==> src/design/lif_pkg.sv <==
`default_nettype none

package lif_pkg;

  localparam int OPCODE_W   = 2;
  localparam int CUR_IN_W   = 16;
  localparam int DT_W       = 10;
  localparam int V_W        = 16;
  localparam int ACT_W      = 17;
  localparam int KIND_W     = 2;
  localparam int DECAY_W    = 16;
  localparam int CFG_IDX_W  = 3;
  localparam int CFG_DATA_W = 16;

  localparam int CUR_SUM_W   = 20;
  localparam int VW_W        = 24;
  localparam int X_W         = 24;
  localparam int MUL_A_W     = 25;
  localparam int MUL_B_W     = 31;
  localparam int PROD_W      = MUL_A_W + MUL_B_W;
  localparam int RECIP_W     = 30;
  localparam int RECIP_SHIFT = 32;
  localparam int KIND_NUM    = 4;
  localparam int TAU_W       = 4;
  localparam int TAU_MAX     = 15;

  localparam int SUBSTEP_COUNT_DEF = 4;

  localparam logic signed [V_W-1:0] REST_RST      = -16'sd16640;
  localparam logic signed [V_W-1:0] RESET_POT_RST = -16'sd17920;
  localparam logic signed [V_W-1:0] PEAK_RST      = 16'sd7680;
  localparam logic signed [V_W-1:0] BIAS_RST      = 16'sd0;
  localparam logic [DECAY_W-1:0]    DECAY_RST     = 16'd62259;

  localparam logic signed [CUR_SUM_W-1:0] CUR_MAX = 20'sd524287;
  localparam logic signed [CUR_SUM_W-1:0] CUR_MIN = -20'sd524288;
  localparam logic signed [V_W-1:0]       V_FLOOR = -16'sd20480;
  localparam logic [DT_W-1:0]             DT_SPLIT = 10'd384;
  localparam logic [ACT_W-1:0]            SPIKE_BOOST = 17'd26214;
  localparam logic [ACT_W-1:0]            ACT_ONE = 17'd65536;

  // sensory, inter, motor, modulatory
  localparam logic [TAU_W-1:0] KIND_TAU [KIND_NUM] = '{4'd10, 4'd8, 4'd12, 4'd15};
  localparam logic signed [V_W-1:0] KIND_THRESH [KIND_NUM] =
    '{-16'sd14080, -16'sd14080, -16'sd14336, -16'sd13824};
  localparam logic [DT_W-1:0] KIND_REFR [KIND_NUM] = '{10'd384, 10'd256, 10'd512, 10'd768};

  // floor(2^32 / tau), single-step divisors
  localparam logic [RECIP_W-1:0] RECIP_ONE [KIND_NUM] = '{
    RECIP_W'((64'd1 << RECIP_SHIFT) / 64'd10),
    RECIP_W'((64'd1 << RECIP_SHIFT) / 64'd8),
    RECIP_W'((64'd1 << RECIP_SHIFT) / 64'd12),
    RECIP_W'((64'd1 << RECIP_SHIFT) / 64'd15)
  };

  typedef enum logic [OPCODE_W-1:0] {
    OP_INJECT = 2'd0,
    OP_STEP   = 2'd1,
    OP_CLEAR  = 2'd2
  } op_t;

  typedef enum logic [CFG_IDX_W-1:0] {
    REG_KIND      = 3'd0,
    REG_REST      = 3'd1,
    REG_RESET_POT = 3'd2,
    REG_PEAK      = 3'd3,
    REG_BIAS      = 3'd4,
    REG_DECAY     = 3'd5
  } cfg_reg_t;

  typedef enum logic [3:0] {
    ST_IDLE,
    ST_MULDT,
    ST_ABS,
    ST_RECIP,
    ST_REM,
    ST_CORR,
    ST_UPD,
    ST_FIRE,
    ST_DECAY,
    ST_DECAY_WB,
    ST_CLAMP,
    ST_DONE
  } state_t;

endpackage

`default_nettype wire

==> src/design/lif_cfg_if.sv <==
`default_nettype none

interface lif_cfg_if;
  import lif_pkg::*;
  logic                  valid;
  logic                  ready;
  logic [CFG_IDX_W-1:0]  index;
  logic [CFG_DATA_W-1:0] data;

  modport source (output valid, index, data, input ready);
  modport sink (input valid, index, data, output ready);
endinterface

`default_nettype wire

==> src/design/lif_in_if.sv <==
`default_nettype none

interface lif_in_if;
  import lif_pkg::*;
  logic                       valid;
  logic                       ready;
  logic [OPCODE_W-1:0]        opcode;
  logic signed [CUR_IN_W-1:0] current_in;
  logic [DT_W-1:0]            time_step;

  modport source (output valid, opcode, current_in, time_step, input ready);
  modport sink (input valid, opcode, current_in, time_step, output ready);
endinterface

`default_nettype wire

==> src/design/lif_out_if.sv <==
`default_nettype none

interface lif_out_if;
  import lif_pkg::*;
  logic                  valid;
  logic                  ready;
  logic                  spiked;
  logic signed [V_W-1:0] membrane_voltage;
  logic [ACT_W-1:0]      activity_level;
  logic                  in_refractory;

  modport source (output valid, spiked, membrane_voltage, activity_level, in_refractory,
                  input ready);
  modport sink (input valid, spiked, membrane_voltage, activity_level, in_refractory,
                output ready);
endinterface

`default_nettype wire

==> src/design/lif_neuron_update.sv <==
// Channel   Dir  Payload                                              Handshake
// cfg_wr    in   index, data                                          valid/ready
// in_item   in   opcode, current_in, time_step                        valid/ready
// out_item  out  spiked, membrane_voltage, activity_level, in_refr.   valid/ready
//
// One item at a time. An integrating step runs n = 1 or SUBSTEP_COUNT Euler substeps on the
// one shared multiplier, used three times per Euler substep (drive*dt, reciprocal,
// remainder) and once for the activity decay, which a step that fires skips.
// A result waiting in the output register stalls only the finish of the next item.
// rst_n is synchronous: config registers and neuron state return to defaults.
`default_nettype none

module lif_neuron_update #(
  parameter int SUBSTEP_COUNT = lif_pkg::SUBSTEP_COUNT_DEF
) (
  input  logic       clk,
  input  logic       rst_n,
  lif_cfg_if.sink    cfg_wr,
  lif_in_if.sink     in_item,
  lif_out_if.source  out_item
);
  import lif_pkg::*;

  localparam int DEN_W = $clog2(TAU_MAX * SUBSTEP_COUNT + 1);
  localparam int SUB_W = $clog2(SUBSTEP_COUNT + 1);

  localparam logic [DEN_W-1:0] DEN_SPLIT [KIND_NUM] = '{
    DEN_W'(KIND_TAU[0] * SUBSTEP_COUNT),
    DEN_W'(KIND_TAU[1] * SUBSTEP_COUNT),
    DEN_W'(KIND_TAU[2] * SUBSTEP_COUNT),
    DEN_W'(KIND_TAU[3] * SUBSTEP_COUNT)
  };

  localparam logic [RECIP_W-1:0] RECIP_SPLIT [KIND_NUM] = '{
    RECIP_W'((64'd1 << RECIP_SHIFT) / (64'(KIND_TAU[0]) * 64'(SUBSTEP_COUNT))),
    RECIP_W'((64'd1 << RECIP_SHIFT) / (64'(KIND_TAU[1]) * 64'(SUBSTEP_COUNT))),
    RECIP_W'((64'd1 << RECIP_SHIFT) / (64'(KIND_TAU[2]) * 64'(SUBSTEP_COUNT))),
    RECIP_W'((64'd1 << RECIP_SHIFT) / (64'(KIND_TAU[3]) * 64'(SUBSTEP_COUNT)))
  };

  state_t state_r, state_nxt;

  // config
  logic [KIND_W-1:0]     kind_r;
  logic signed [V_W-1:0] rest_r;
  logic signed [V_W-1:0] reset_pot_r;
  logic signed [V_W-1:0] peak_r;
  logic signed [V_W-1:0] bias_r;
  logic [DECAY_W-1:0]    decay_r;

  // neuron state
  logic signed [V_W-1:0]       voltage_r;
  logic signed [CUR_SUM_W-1:0] cur_sum_r;
  logic [DT_W-1:0]             refr_r;
  logic [ACT_W-1:0]            act_r;

  // work registers
  logic [DT_W-1:0]          dt_r;
  logic signed [VW_W-1:0]   tgt_r;
  logic signed [VW_W-1:0]   vw_r;
  logic signed [PROD_W-1:0] prod_r;
  logic [X_W-1:0]           a_r;
  logic [X_W-1:0]           q_r;
  logic                     neg_r;
  logic [DEN_W-1:0]         den_r;
  logic [RECIP_W-1:0]       recip_r;
  logic [SUB_W-1:0]         sub_left_r;
  logic                     euler_r;
  logic                     fired_r;

  logic                  out_valid_r;
  logic                  out_spiked_r;
  logic signed [V_W-1:0] out_voltage_r;
  logic [ACT_W-1:0]      out_act_r;
  logic                  out_refr_r;

  // control
  logic                      in_ready;
  logic                      in_acc;
  logic                      out_load;
  logic                      mul_en;
  logic signed [MUL_A_W-1:0] mul_a;
  logic signed [MUL_B_W-1:0] mul_b;
  logic signed [PROD_W-1:0]  mul_p;

  // datapath terms
  logic signed [CUR_SUM_W:0]   cs_sum;
  logic signed [CUR_SUM_W-1:0] cs_sat;
  logic [DT_W-1:0]             refr_dec;
  logic                        split;
  logic signed [VW_W-1:0]      tgt_nxt;
  logic signed [VW_W-1:0]      drive;
  logic signed [X_W-1:0]       x_val;
  logic signed [X_W:0]         x_ext;
  logic [X_W:0]                abs_sum;
  logic [X_W-1:0]              q_est;
  logic [X_W:0]                rem;
  logic                        bump;
  logic signed [VW_W-1:0]      q_s;
  logic                        spike_hit;
  logic [ACT_W:0]              act_sum;
  logic [ACT_W-1:0]            act_boost;
  logic signed [VW_W-1:0]      v_floor_c;
  logic signed [V_W-1:0]       v_clamp;

  assign in_acc = in_item.valid && in_ready;
  assign in_item.ready = in_ready;
  assign cfg_wr.ready = 1'b1;

  assign out_item.valid            = out_valid_r;
  assign out_item.spiked           = out_spiked_r;
  assign out_item.membrane_voltage = out_voltage_r;
  assign out_item.activity_level   = out_act_r;
  assign out_item.in_refractory    = out_refr_r;

  assign mul_p = mul_a * mul_b;

  assign cs_sum   = (CUR_SUM_W+1)'(cur_sum_r) + (CUR_SUM_W+1)'(in_item.current_in);
  assign cs_sat   = (cs_sum > (CUR_SUM_W+1)'(CUR_MAX)) ? CUR_MAX :
                    (cs_sum < (CUR_SUM_W+1)'(CUR_MIN)) ? CUR_MIN : cs_sum[CUR_SUM_W-1:0];
  assign refr_dec = (refr_r > in_item.time_step) ? (refr_r - in_item.time_step) : '0;
  assign split    = in_item.time_step > DT_SPLIT;
  assign tgt_nxt  = VW_W'(cur_sum_r) + VW_W'(bias_r) + VW_W'(rest_r);

  assign drive   = tgt_r - vw_r;
  // floor(p / 256) by arithmetic shift
  assign x_val   = $signed(prod_r[X_W+7:8]);
  assign x_ext   = (X_W+1)'(x_val);
  // negative: -x + den - 1 so that the quotient rounds toward minus infinity
  assign abs_sum = x_val[X_W-1] ? (~x_ext + (X_W+1)'(den_r)) : x_ext;
  assign q_est   = prod_r[RECIP_SHIFT +: X_W];
  assign rem     = (X_W+1)'(a_r) - (X_W+1)'(prod_r[X_W-1:0]);
  assign bump    = rem >= (X_W+1)'(den_r);
  assign q_s     = $signed(VW_W'(q_r));

  assign spike_hit = vw_r >= VW_W'(KIND_THRESH[kind_r]);
  assign act_sum   = (ACT_W+1)'(act_r) + (ACT_W+1)'(SPIKE_BOOST);
  assign act_boost = (act_sum > (ACT_W+1)'(ACT_ONE)) ? ACT_ONE : act_sum[ACT_W-1:0];
  assign v_floor_c = (vw_r < VW_W'(V_FLOOR)) ? VW_W'(V_FLOOR) : vw_r;
  assign v_clamp   = (v_floor_c > VW_W'(peak_r)) ? peak_r : v_floor_c[V_W-1:0];

  always_comb begin
    state_nxt = state_r;
    case (state_r)
      ST_IDLE: begin
        if (in_acc) begin
          case (op_t'(in_item.opcode))
            OP_STEP: state_nxt = (refr_r != '0) ? ST_DECAY : ST_MULDT;
            default: state_nxt = ST_DONE;
          endcase
        end
      end
      ST_MULDT:    state_nxt = ST_ABS;
      ST_ABS:      state_nxt = ST_RECIP;
      ST_RECIP:    state_nxt = ST_REM;
      ST_REM:      state_nxt = ST_CORR;
      ST_CORR:     state_nxt = ST_UPD;
      ST_UPD:      state_nxt = (sub_left_r == SUB_W'(1)) ? ST_FIRE : ST_MULDT;
      ST_FIRE:     state_nxt = spike_hit ? ST_CLAMP : ST_DECAY;
      ST_DECAY:    state_nxt = ST_DECAY_WB;
      ST_DECAY_WB: state_nxt = euler_r ? ST_CLAMP : ST_DONE;
      ST_CLAMP:    state_nxt = ST_DONE;
      ST_DONE:     state_nxt = out_load ? ST_IDLE : ST_DONE;
      default:     state_nxt = ST_IDLE;
    endcase
  end

  always_comb begin
    in_ready = 1'b0;
    out_load = 1'b0;
    mul_en   = 1'b0;
    mul_a    = '0;
    mul_b    = '0;
    case (state_r)
      ST_IDLE: in_ready = 1'b1;
      ST_MULDT: begin
        mul_en = 1'b1;
        mul_a  = MUL_A_W'(drive);
        mul_b  = $signed(MUL_B_W'(dt_r));
      end
      ST_RECIP: begin
        mul_en = 1'b1;
        mul_a  = $signed(MUL_A_W'(a_r));
        mul_b  = $signed(MUL_B_W'(recip_r));
      end
      ST_REM: begin
        mul_en = 1'b1;
        mul_a  = $signed(MUL_A_W'(q_est));
        mul_b  = $signed(MUL_B_W'(den_r));
      end
      ST_DECAY: begin
        mul_en = 1'b1;
        mul_a  = $signed(MUL_A_W'(act_r));
        mul_b  = $signed(MUL_B_W'(decay_r));
      end
      ST_DONE: out_load = !out_valid_r || out_item.ready;
      default: ;
    endcase
  end

  always_ff @(posedge clk) begin
    if (!rst_n) begin
      state_r     <= ST_IDLE;
      kind_r      <= '0;
      rest_r      <= REST_RST;
      reset_pot_r <= RESET_POT_RST;
      peak_r      <= PEAK_RST;
      bias_r      <= BIAS_RST;
      decay_r     <= DECAY_RST;
      voltage_r   <= REST_RST;
      cur_sum_r   <= '0;
      refr_r      <= '0;
      act_r       <= '0;
      out_valid_r <= 1'b0;
    end else begin
      state_r <= state_nxt;

      if (cfg_wr.valid) begin
        case (cfg_reg_t'(cfg_wr.index))
          REG_KIND:      kind_r      <= cfg_wr.data[KIND_W-1:0];
          REG_REST:      rest_r      <= $signed(cfg_wr.data);
          REG_RESET_POT: reset_pot_r <= $signed(cfg_wr.data);
          REG_PEAK:      peak_r      <= $signed(cfg_wr.data);
          REG_BIAS:      bias_r      <= $signed(cfg_wr.data);
          REG_DECAY:     decay_r     <= cfg_wr.data;
          default: ;
        endcase
      end

      case (state_r)
        ST_IDLE: begin
          if (in_acc) begin
            case (op_t'(in_item.opcode))
              OP_INJECT: cur_sum_r <= cs_sat;
              OP_STEP: begin
                cur_sum_r <= '0;
                if (refr_r != '0) begin
                  refr_r <= refr_dec;
                end
              end
              OP_CLEAR: begin
                voltage_r <= rest_r;
                cur_sum_r <= '0;
                refr_r    <= '0;
                act_r     <= '0;
              end
              default: ;
            endcase
          end
        end
        ST_FIRE: begin
          if (spike_hit) begin
            refr_r <= KIND_REFR[kind_r];
            act_r  <= act_boost;
          end
        end
        ST_DECAY_WB: act_r <= prod_r[16 +: ACT_W];
        ST_CLAMP:    voltage_r <= v_clamp;
        default: ;
      endcase

      if (out_load) begin
        out_valid_r <= 1'b1;
      end else if (out_item.ready) begin
        out_valid_r <= 1'b0;
      end
    end
  end

  always_ff @(posedge clk) begin
    if (mul_en) begin
      prod_r <= mul_p;
    end

    case (state_r)
      ST_IDLE: begin
        if (in_acc) begin
          dt_r       <= in_item.time_step;
          fired_r    <= 1'b0;
          euler_r    <= (op_t'(in_item.opcode) == OP_STEP) && (refr_r == '0);
          tgt_r      <= tgt_nxt;
          vw_r       <= VW_W'(voltage_r);
          den_r      <= split ? DEN_SPLIT[kind_r] : DEN_W'(KIND_TAU[kind_r]);
          recip_r    <= split ? RECIP_SPLIT[kind_r] : RECIP_ONE[kind_r];
          sub_left_r <= split ? SUB_W'(SUBSTEP_COUNT) : SUB_W'(1);
        end
      end
      ST_ABS: begin
        a_r   <= abs_sum[X_W-1:0];
        neg_r <= x_val[X_W-1];
      end
      ST_REM:  q_r <= q_est;
      ST_CORR: q_r <= q_r + X_W'(bump);
      ST_UPD: begin
        vw_r       <= neg_r ? (vw_r - q_s) : (vw_r + q_s);
        sub_left_r <= sub_left_r - SUB_W'(1);
      end
      ST_FIRE: begin
        if (spike_hit) begin
          fired_r <= 1'b1;
          vw_r    <= VW_W'(reset_pot_r);
        end
      end
      default: ;
    endcase

    if (out_load) begin
      out_spiked_r  <= fired_r;
      out_voltage_r <= voltage_r;
      out_act_r     <= act_r;
      out_refr_r    <= refr_r != '0;
    end
  end

endmodule

`default_nettype wire

==> src/flat_wrapper.sv <==
// flat-port wrapper written by rule: the top's interface ports become plain ports
module lif_neuron_update_flat import lif_pkg::*;
#(
  parameter int SUBSTEP_COUNT = lif_pkg::SUBSTEP_COUNT_DEF
)
  (clk, rst_n, cfg_wr_valid, cfg_wr_index, cfg_wr_data, cfg_wr_ready, in_item_valid, in_item_opcode, in_item_current_in, in_item_time_step, in_item_ready, out_item_valid, out_item_spiked, out_item_membrane_voltage, out_item_activity_level, out_item_in_refractory, out_item_ready);
  lif_cfg_if cfg_wr_i ();
  lif_in_if in_item_i ();
  lif_out_if out_item_i ();
  input  logic clk;
  input  logic rst_n;
  input wire logic [$bits(cfg_wr_i.valid)-1:0] cfg_wr_valid;
  input wire logic [$bits(cfg_wr_i.index)-1:0] cfg_wr_index;
  input wire logic [$bits(cfg_wr_i.data)-1:0] cfg_wr_data;
  output wire logic [$bits(cfg_wr_i.ready)-1:0] cfg_wr_ready;
  input wire logic [$bits(in_item_i.valid)-1:0] in_item_valid;
  input wire logic [$bits(in_item_i.opcode)-1:0] in_item_opcode;
  input wire logic [$bits(in_item_i.current_in)-1:0] in_item_current_in;
  input wire logic [$bits(in_item_i.time_step)-1:0] in_item_time_step;
  output wire logic [$bits(in_item_i.ready)-1:0] in_item_ready;
  output wire logic [$bits(out_item_i.valid)-1:0] out_item_valid;
  output wire logic [$bits(out_item_i.spiked)-1:0] out_item_spiked;
  output wire logic [$bits(out_item_i.membrane_voltage)-1:0] out_item_membrane_voltage;
  output wire logic [$bits(out_item_i.activity_level)-1:0] out_item_activity_level;
  output wire logic [$bits(out_item_i.in_refractory)-1:0] out_item_in_refractory;
  input wire logic [$bits(out_item_i.ready)-1:0] out_item_ready;
  assign cfg_wr_i.valid = cfg_wr_valid;
  assign cfg_wr_i.index = cfg_wr_index;
  assign cfg_wr_i.data = cfg_wr_data;
  assign cfg_wr_ready = cfg_wr_i.ready;
  assign in_item_i.valid = in_item_valid;
  assign in_item_i.opcode = in_item_opcode;
  assign in_item_i.current_in = in_item_current_in;
  assign in_item_i.time_step = in_item_time_step;
  assign in_item_ready = in_item_i.ready;
  assign out_item_valid = out_item_i.valid;
  assign out_item_spiked = out_item_i.spiked;
  assign out_item_membrane_voltage = out_item_i.membrane_voltage;
  assign out_item_activity_level = out_item_i.activity_level;
  assign out_item_in_refractory = out_item_i.in_refractory;
  assign out_item_i.ready = out_item_ready;
  lif_neuron_update #(.SUBSTEP_COUNT(SUBSTEP_COUNT)) u_core (.clk(clk), .rst_n(rst_n), .cfg_wr(cfg_wr_i), .in_item(in_item_i), .out_item(out_item_i));
endmodule
==> config.mk <==
export PLATFORM = sky130hd
export DESIGN_NAME = lif_neuron_update_flat
export DESIGN_NICKNAME = d
export VERILOG_FILES = /design/src/design/lif_pkg.sv /design/src/design/lif_cfg_if.sv /design/src/design/lif_in_if.sv /design/src/design/lif_out_if.sv /design/src/design/lif_neuron_update.sv /design/src/flat_wrapper.sv
export SDC_FILE = /design/constraint.sdc
export NUM_CORES = 2
export LEC_CHECK = 0
export BUFFER_PORTS_ARGS = -buffer_cell sky130_fd_sc_hd__buf_2
export CORE_MARGIN = 2
export CORE_UTILIZATION = 25
export CTS_CLUSTER_DIAMETER = 50
export CTS_CLUSTER_SIZE = 30
export DETAILED_ROUTE_END_ITERATION = 8
export PLACE_DENSITY = 0.45
export REMOVE_ABC_BUFFERS = 1
export SYNTH_ARGS = -nofsm -noshare
export SYNTH_HDL_FRONTEND = slang
export SYNTH_SLANG_ARGS = --single-unit
==> constraint.sdc <==
create_clock -name clk -period 10.25 [get_ports clk]
set_clock_uncertainty 0.2 [all_clocks]
set_input_delay 1.025 -clock clk [delete_from_list [all_inputs] [get_ports clk]]
set_output_delay 1.025 -clock clk [all_outputs]
set_load 0.03 [all_outputs]
== Word-level counts from Yosys, hierarchy flattened ==
Index checks and enable logic that the tools add are counted.
Storage, ports and cells
  register bits: 389
  input bits: 52
  logic and storage cells: 178
Operators by class
  $add $sub $neg: 12
  multipliers: 1
  order comparisons: 10
  eq/ne operators: 24
  multiplexer cells: 66
  bitwise gates (word level): 2
  reduce and logical (&&, ||, !) cells: 33
Operator list (count)
  $mux 30: 5
  $bmux 30 s2: 2
  $pmux 30 s4: 1
  $pmux 25 s4: 1
  $mux 24: 4
  $mux 16: 5
  $pmux 24 s3: 1
  $mux 17: 4
  $mux 10: 6
  $mul 25x31->56: 1
  $pmux 17 s3: 1
  $pmux 24 s2: 1
  $pmux 4 s12: 1
  $sub 24x24->24: 2
  $add 20x16->21: 2
  $mux 20: 2
  $pmux 10 s2: 2
  $pmux 20 s2: 1
  $bmux 16 s2: 1
  $pmux 16 s2: 1
  $mux 4: 7
  $ge 25x6->1: 1
  $sub 24x24->25: 1
  $add 24x1->24: 1
  other kinds (56): 94

== Logic depth before layout (Yosys ltp) ==
  depth in word-level cells: 7
  mapped depth: 40
  depth with buffers taken out: 38

== Least setup slack after synthesis ==
OpenSTA, ideal clock, no wires.
  kind: reg2reg
  start point: reg u_core.vw_r[0]
  end point: reg u_core.prod_r[53] (data pin)
  arrival: 9201 ps
  data required time: 9785 ps
  slack: 584 ps
  stages on the path, launching flop included: 35
  path buffers: 2
  period minus slack after synthesis: 9666 ps
  cell sequence: edfxtp_1 ha_1 fa_1 nor2b_1 o21ai_0 a21boi_0 o31ai_1 a211o_1 a31oi_1 a41oi_1 xor2_1 o21ai_0 clkbuf_1 nand2_1 fa_1 fa_1 inv_1 fa_1 fa_1 fa_1 fa_1 inv_1 fa_1 inv_1 ha_1 clkbuf_1 a21o_1 a211oi_1 o41ai_2 a21o_2 o31ai_4 o31ai_4 a41oi_2 nor4b_1 or3_1
Between the ends
  word-level cells in the longest chain between the ends: 3
RTL lines
  start: declaration: RTL line lif_neuron_update.sv:60  | logic signed [VW_W-1:0] vw_r;
  start signal: assignment: RTL line lif_neuron_update.sv:282  | vw_r <= VW_W'(voltage_r);
  start signal: assignment: RTL line lif_neuron_update.sv:295  | vw_r <= neg_r ? (vw_r - q_s) : (vw_r + q_s);
  start signal: assignment: RTL line lif_neuron_update.sv:301  | vw_r <= VW_W'(reset_pot_r);
  $sub 24x24->24: RTL line lif_neuron_update.sv:125  | assign drive = tgt_r - vw_r;
  $pmux 25 s4: RTL line lif_neuron_update.sv:174  | case (state_r)
  $mul 25x31->56: RTL line lif_neuron_update.sv:116  | assign mul_p = mul_a * mul_b;
  named net u_core.mul_p[53]: RTL line lif_neuron_update.sv:84  | logic signed [PROD_W-1:0] mul_p;
  end signal: assignment: RTL line lif_neuron_update.sv:272  | prod_r <= mul_p;
  end: declaration: RTL line lif_neuron_update.sv:61  | logic signed [PROD_W-1:0] prod_r;
The timed path passes the listed nets, and every way through them passes these cells.
A chain may end at the register's enable or synchronous reset.

== Worst setup path after layout ==
  start point: reg u_core.vw_r[2]
  end point: reg u_core.prod_r[53] (data pin)
Same word-level chain as after synthesis.

==> metrics <==
final WL 167000 um; CTS clk-pin slew, worst paths 0.08 ns; Pre-antenna DRT Iters 8; # IOs 90; endpoints failing hold 0; Final Setup Violations 0; Die W 429 um; cell taking the most area after synthesis fa_1; initial antenna violation count 6; Worst Tran Pin Value 1.36 ns; Worst setup SP type flip-flop; worst hold path class reg2reg; Synth Register Bits 364; sum of negative setup slack 0 ns; Placed Instances 7418; Yosys top cell area share 27.6%; critical path peak fanout 7; starting density of the core 25.1%; fin nets 6172; Worst R2R Path Depth 33; antenna-violating nets left 0; ys async rst share 0%; die height 429 um; GRT Residual Overflow 0; Tot Pwr 12.8 mW; clock root cell clkbuf_16; Hold Buf Count CTS 0; TritonCTS Buffers 50; min-delay src u_core.fired_r$_DFFE_PP_; Finished Layout Cells 7515; Synth Instances 5028; Die ar. 0.184 mm^2; critical path type reg2reg; vias in the first global route 36700; residual DRC count 0; number of synthesized flops with an enable pin 214; setup ws final 0.379 ns; Filler Cells Inserted 19400; core area 0.180 mm^2; Slowest Stage Delay on Critical Path 0.55 ns; largest net degree at the start of global routing 57; Mapped Area 0.0452 mm^2; post-synth cell types 94; TritonCTS clock tree yes; Area contributors post-synth fa_1 28%, edfxtp_1 14%, ha_1 11%; Port Buffers 88; CTS H-tree depth 2; clock latency on the worst-skew pair 0.65 ns; min Tclk post-route 9.87 ns; clock sink count 364; synthesis-to-finish area growth 12.9%; gr usage total 17.9%; Min Hold Slack 0.224 ns; total power per unit cell area 250 mW/mm^2; vias per std cell 4.84; CP endpoint u_core.prod_r[53]$_DFFE_PN_; Worst VDD drop 152 uV; status complete, no violations; slew margin rel. 8.62%; sequential cell area 0.00943 mm^2; Setup crit end kind flip-flop; layout cells sized above 1 8.73%; post-DP HPWL 139000 um; Final Slew Violations 0; CP Launch Point u_core.vw_r[2]$_DFFE_PP_; pre-CTS setup slack 0.0687 ns; Final Cycle Share 96.3%; RePlAce Congestion 0.934; total number of yosys warnings 0; vias post-DR 36400; routed len/inst 22.2 um; worst r2r src u_core.vw_r[2]$_DFFE_PP_; CP most frequent cell fa_1; Reg2Reg Setup Slack 0.38 ns; Rows 156; CP Data Required Time 10.42 ns; reg2reg end u_core.prod_r[53]$_DFFE_PN_; sequential cell area fraction in the yosys report 20.8%; Max Cap Viol 0; P_leak 23.8 nW; Critical Path AT 10.04 ns; Top FF cell, synth edfxtp_1; Multi-input gate area 0.0321 mm^2; global-route wire length before repair 247000 um; Starting DRT DRC Count 2877; slowest stage cell, crit path fa_1; Max Clock Freq 101 MHz; synthesized area per cell 9.00 um^2; Max clock buf depth 3
==> worst min path at each step <==
| stage | end | slack [ns] | cells past startpoint |
|---|---|---|---|
| floorplan | u_core.out_item.spiked$_DFFE_PP_ | 0.20 | 0 |
| global placement | u_core.out_item.spiked$_DFFE_PP_ | 0.21 | 0 |
| detailed placement | u_core.out_item.spiked$_DFFE_PP_ | 0.21 | 0 |
| CTS | u_core.out_item.spiked$_DFFE_PP_ | 0.22 | 0 |
| global route | u_core.out_item.spiked$_DFFE_PP_ | 0.24 | 0 |
| finish | u_core.out_item.spiked$_DFFE_PP_ | 0.22 | 0 |
==> per-stage QoR <==
step | utilization [%] | cell area, um^2
floorplan | - | 44400
global placement | 27.2 | 49100
detailed placement | 27.2 | 49100
CTS | 28.2 | 50900
global route | 28.3 | 51100
finish | 28.3 | 51100
==> cells in the mapped netlist, types with 7 or more instances <==
cell,count
o211ai_1,30
nor3b_1,13
nand4_1,29
nor2_1,336
clkbuf_1,188
o31ai_1,21
a211oi_1,24
xor2_1,70
o21bai_1,16
ha_1,394
fa_1,623
a221o_1,19
mux2_2,7
a21o_1,79
a31o_2,12
nor4_1,9
a2111oi_0,9
nor2b_1,28
nor4b_1,7
a222oi_1,12
or3_1,15
a211o_1,13
buf_1,17
inv_1,820
a22o_1,8
a31oi_1,42
a22oi_1,25
o21a_1,31
a221oi_1,11
o21ai_0,146
nor3_1,47
nand2b_1,35
edfxtp_1,214
nand2_1,732
and2_1,54
xnor2_1,133
and3_1,37
dfxtp_1,150
nand3_1,96
mux2i_1,33
or2_2,22
a21oi_1,301
o41ai_1,7
==> layout by cell type (no fill, tap or decap), types with 22 or more instances in the layout <==
master and instances:
a211oi_1 22, a21o_1 79, a21oi_1 296, a22oi_1 25, a31oi_1 40, and2_1 54
and3_1 37, buf_2 88, buf_4 148, clkbuf_16 50, dfxtp_1 150, edfxtp_1 214
fa_1 623, ha_1 394, inv_1 818, mux2i_1 33, nand2_1 731, nand2b_1 35
nand3_1 96, nand4_1 29, nor2_1 330, nor2b_1 28, nor3_1 44, o211ai_1 30
o21a_1 31, o21ai_0 132, or2_2 22, xnor2_1 133, xor2_1 68
==> final cells by class <==
type,instances,area share [%]
clock buffer,51,2.46
clock inverter,41,1.03
timing repair buffer,243,3.28
tap,2370,5.80
sequential,364,18.5
multi-input combinational,3621,62.9
antenna,2,0.00980
inverter,823,6.05
==> power by group <==
part / internal [mW] / switching [mW]
Sequential: 2.14 / 0.462
Clock: 1.03 / 0.832
Combinational: 2.94 / 5.40
==> sequential cells by signal (all words and copies together) (netlist names), 2 cells and up <==
name / count
u_core.rest_r: 16
u_core.state_r: 4
u_core.out_item.membrane_voltage: 16
u_core.cur_sum_r: 20
u_core.decay_r: 16
u_core.bias_r: 16
u_core.q_r: 24
u_core.kind_r: 2
u_core.act_r: 17
u_core.tgt_r: 22
u_core.a_r: 24
u_core.den_r: 6
u_core.recip_r: 7
u_core.vw_r: 24
u_core.prod_r: 56
u_core.sub_left_r: 3
u_core.dt_r: 10
u_core.refr_r: 10
u_core.peak_r: 16
u_core.out_item.activity_level: 17
u_core.reset_pot_r: 16
u_core.voltage_r: 16
==> metal layers <==
| layer | part of all wire [%] | wire [um] | up-vias | global-route usage, % |
|---|---|---|---|---|
| li1 | - | - | 16600 | - |
| met1 | 45 | 75400 | 18500 | 24.9 |
| met2 | 46 | 76400 | 1022 | 28.7 |
| met3 | 5.4 | 9020 | 185 | 2.24 |
| met4 | 3.6 | 6060 | 0 | 5.96 |
| met5 | 0 | 0 | - | 0 |
==> kinds of logic after synthesis <==
family	share of synthesized area (%)
compound gates	12.5
xor+xnor	3.93
fa+ha+maj	38.5
buf+inv	8.77
flops	20.8
mux	0.954
other cells	0.00829
simple gates	14.5
==> worst max-delay path, delay by kind of cell, from the launching register on <==
family,cells,cell delay [ns]
XOR/XNOR,1,0.20
buffers and inverters,4,0.26
AND/OR/NAND/NOR,7,1.40
flip-flops,1,0.41
adder cells (fa/ha/maj),9,4.34
AO/OA/AOI/OAI,12,2.86
==> what timing repair did <==
item,CTS,global route
gates resized for setup,0,31
endpoints found under the setup margin,0,17
setup buffers,0,3
hold endpoints to repair,0,0
Note: power is estimated with default switching activity, not from simulation.
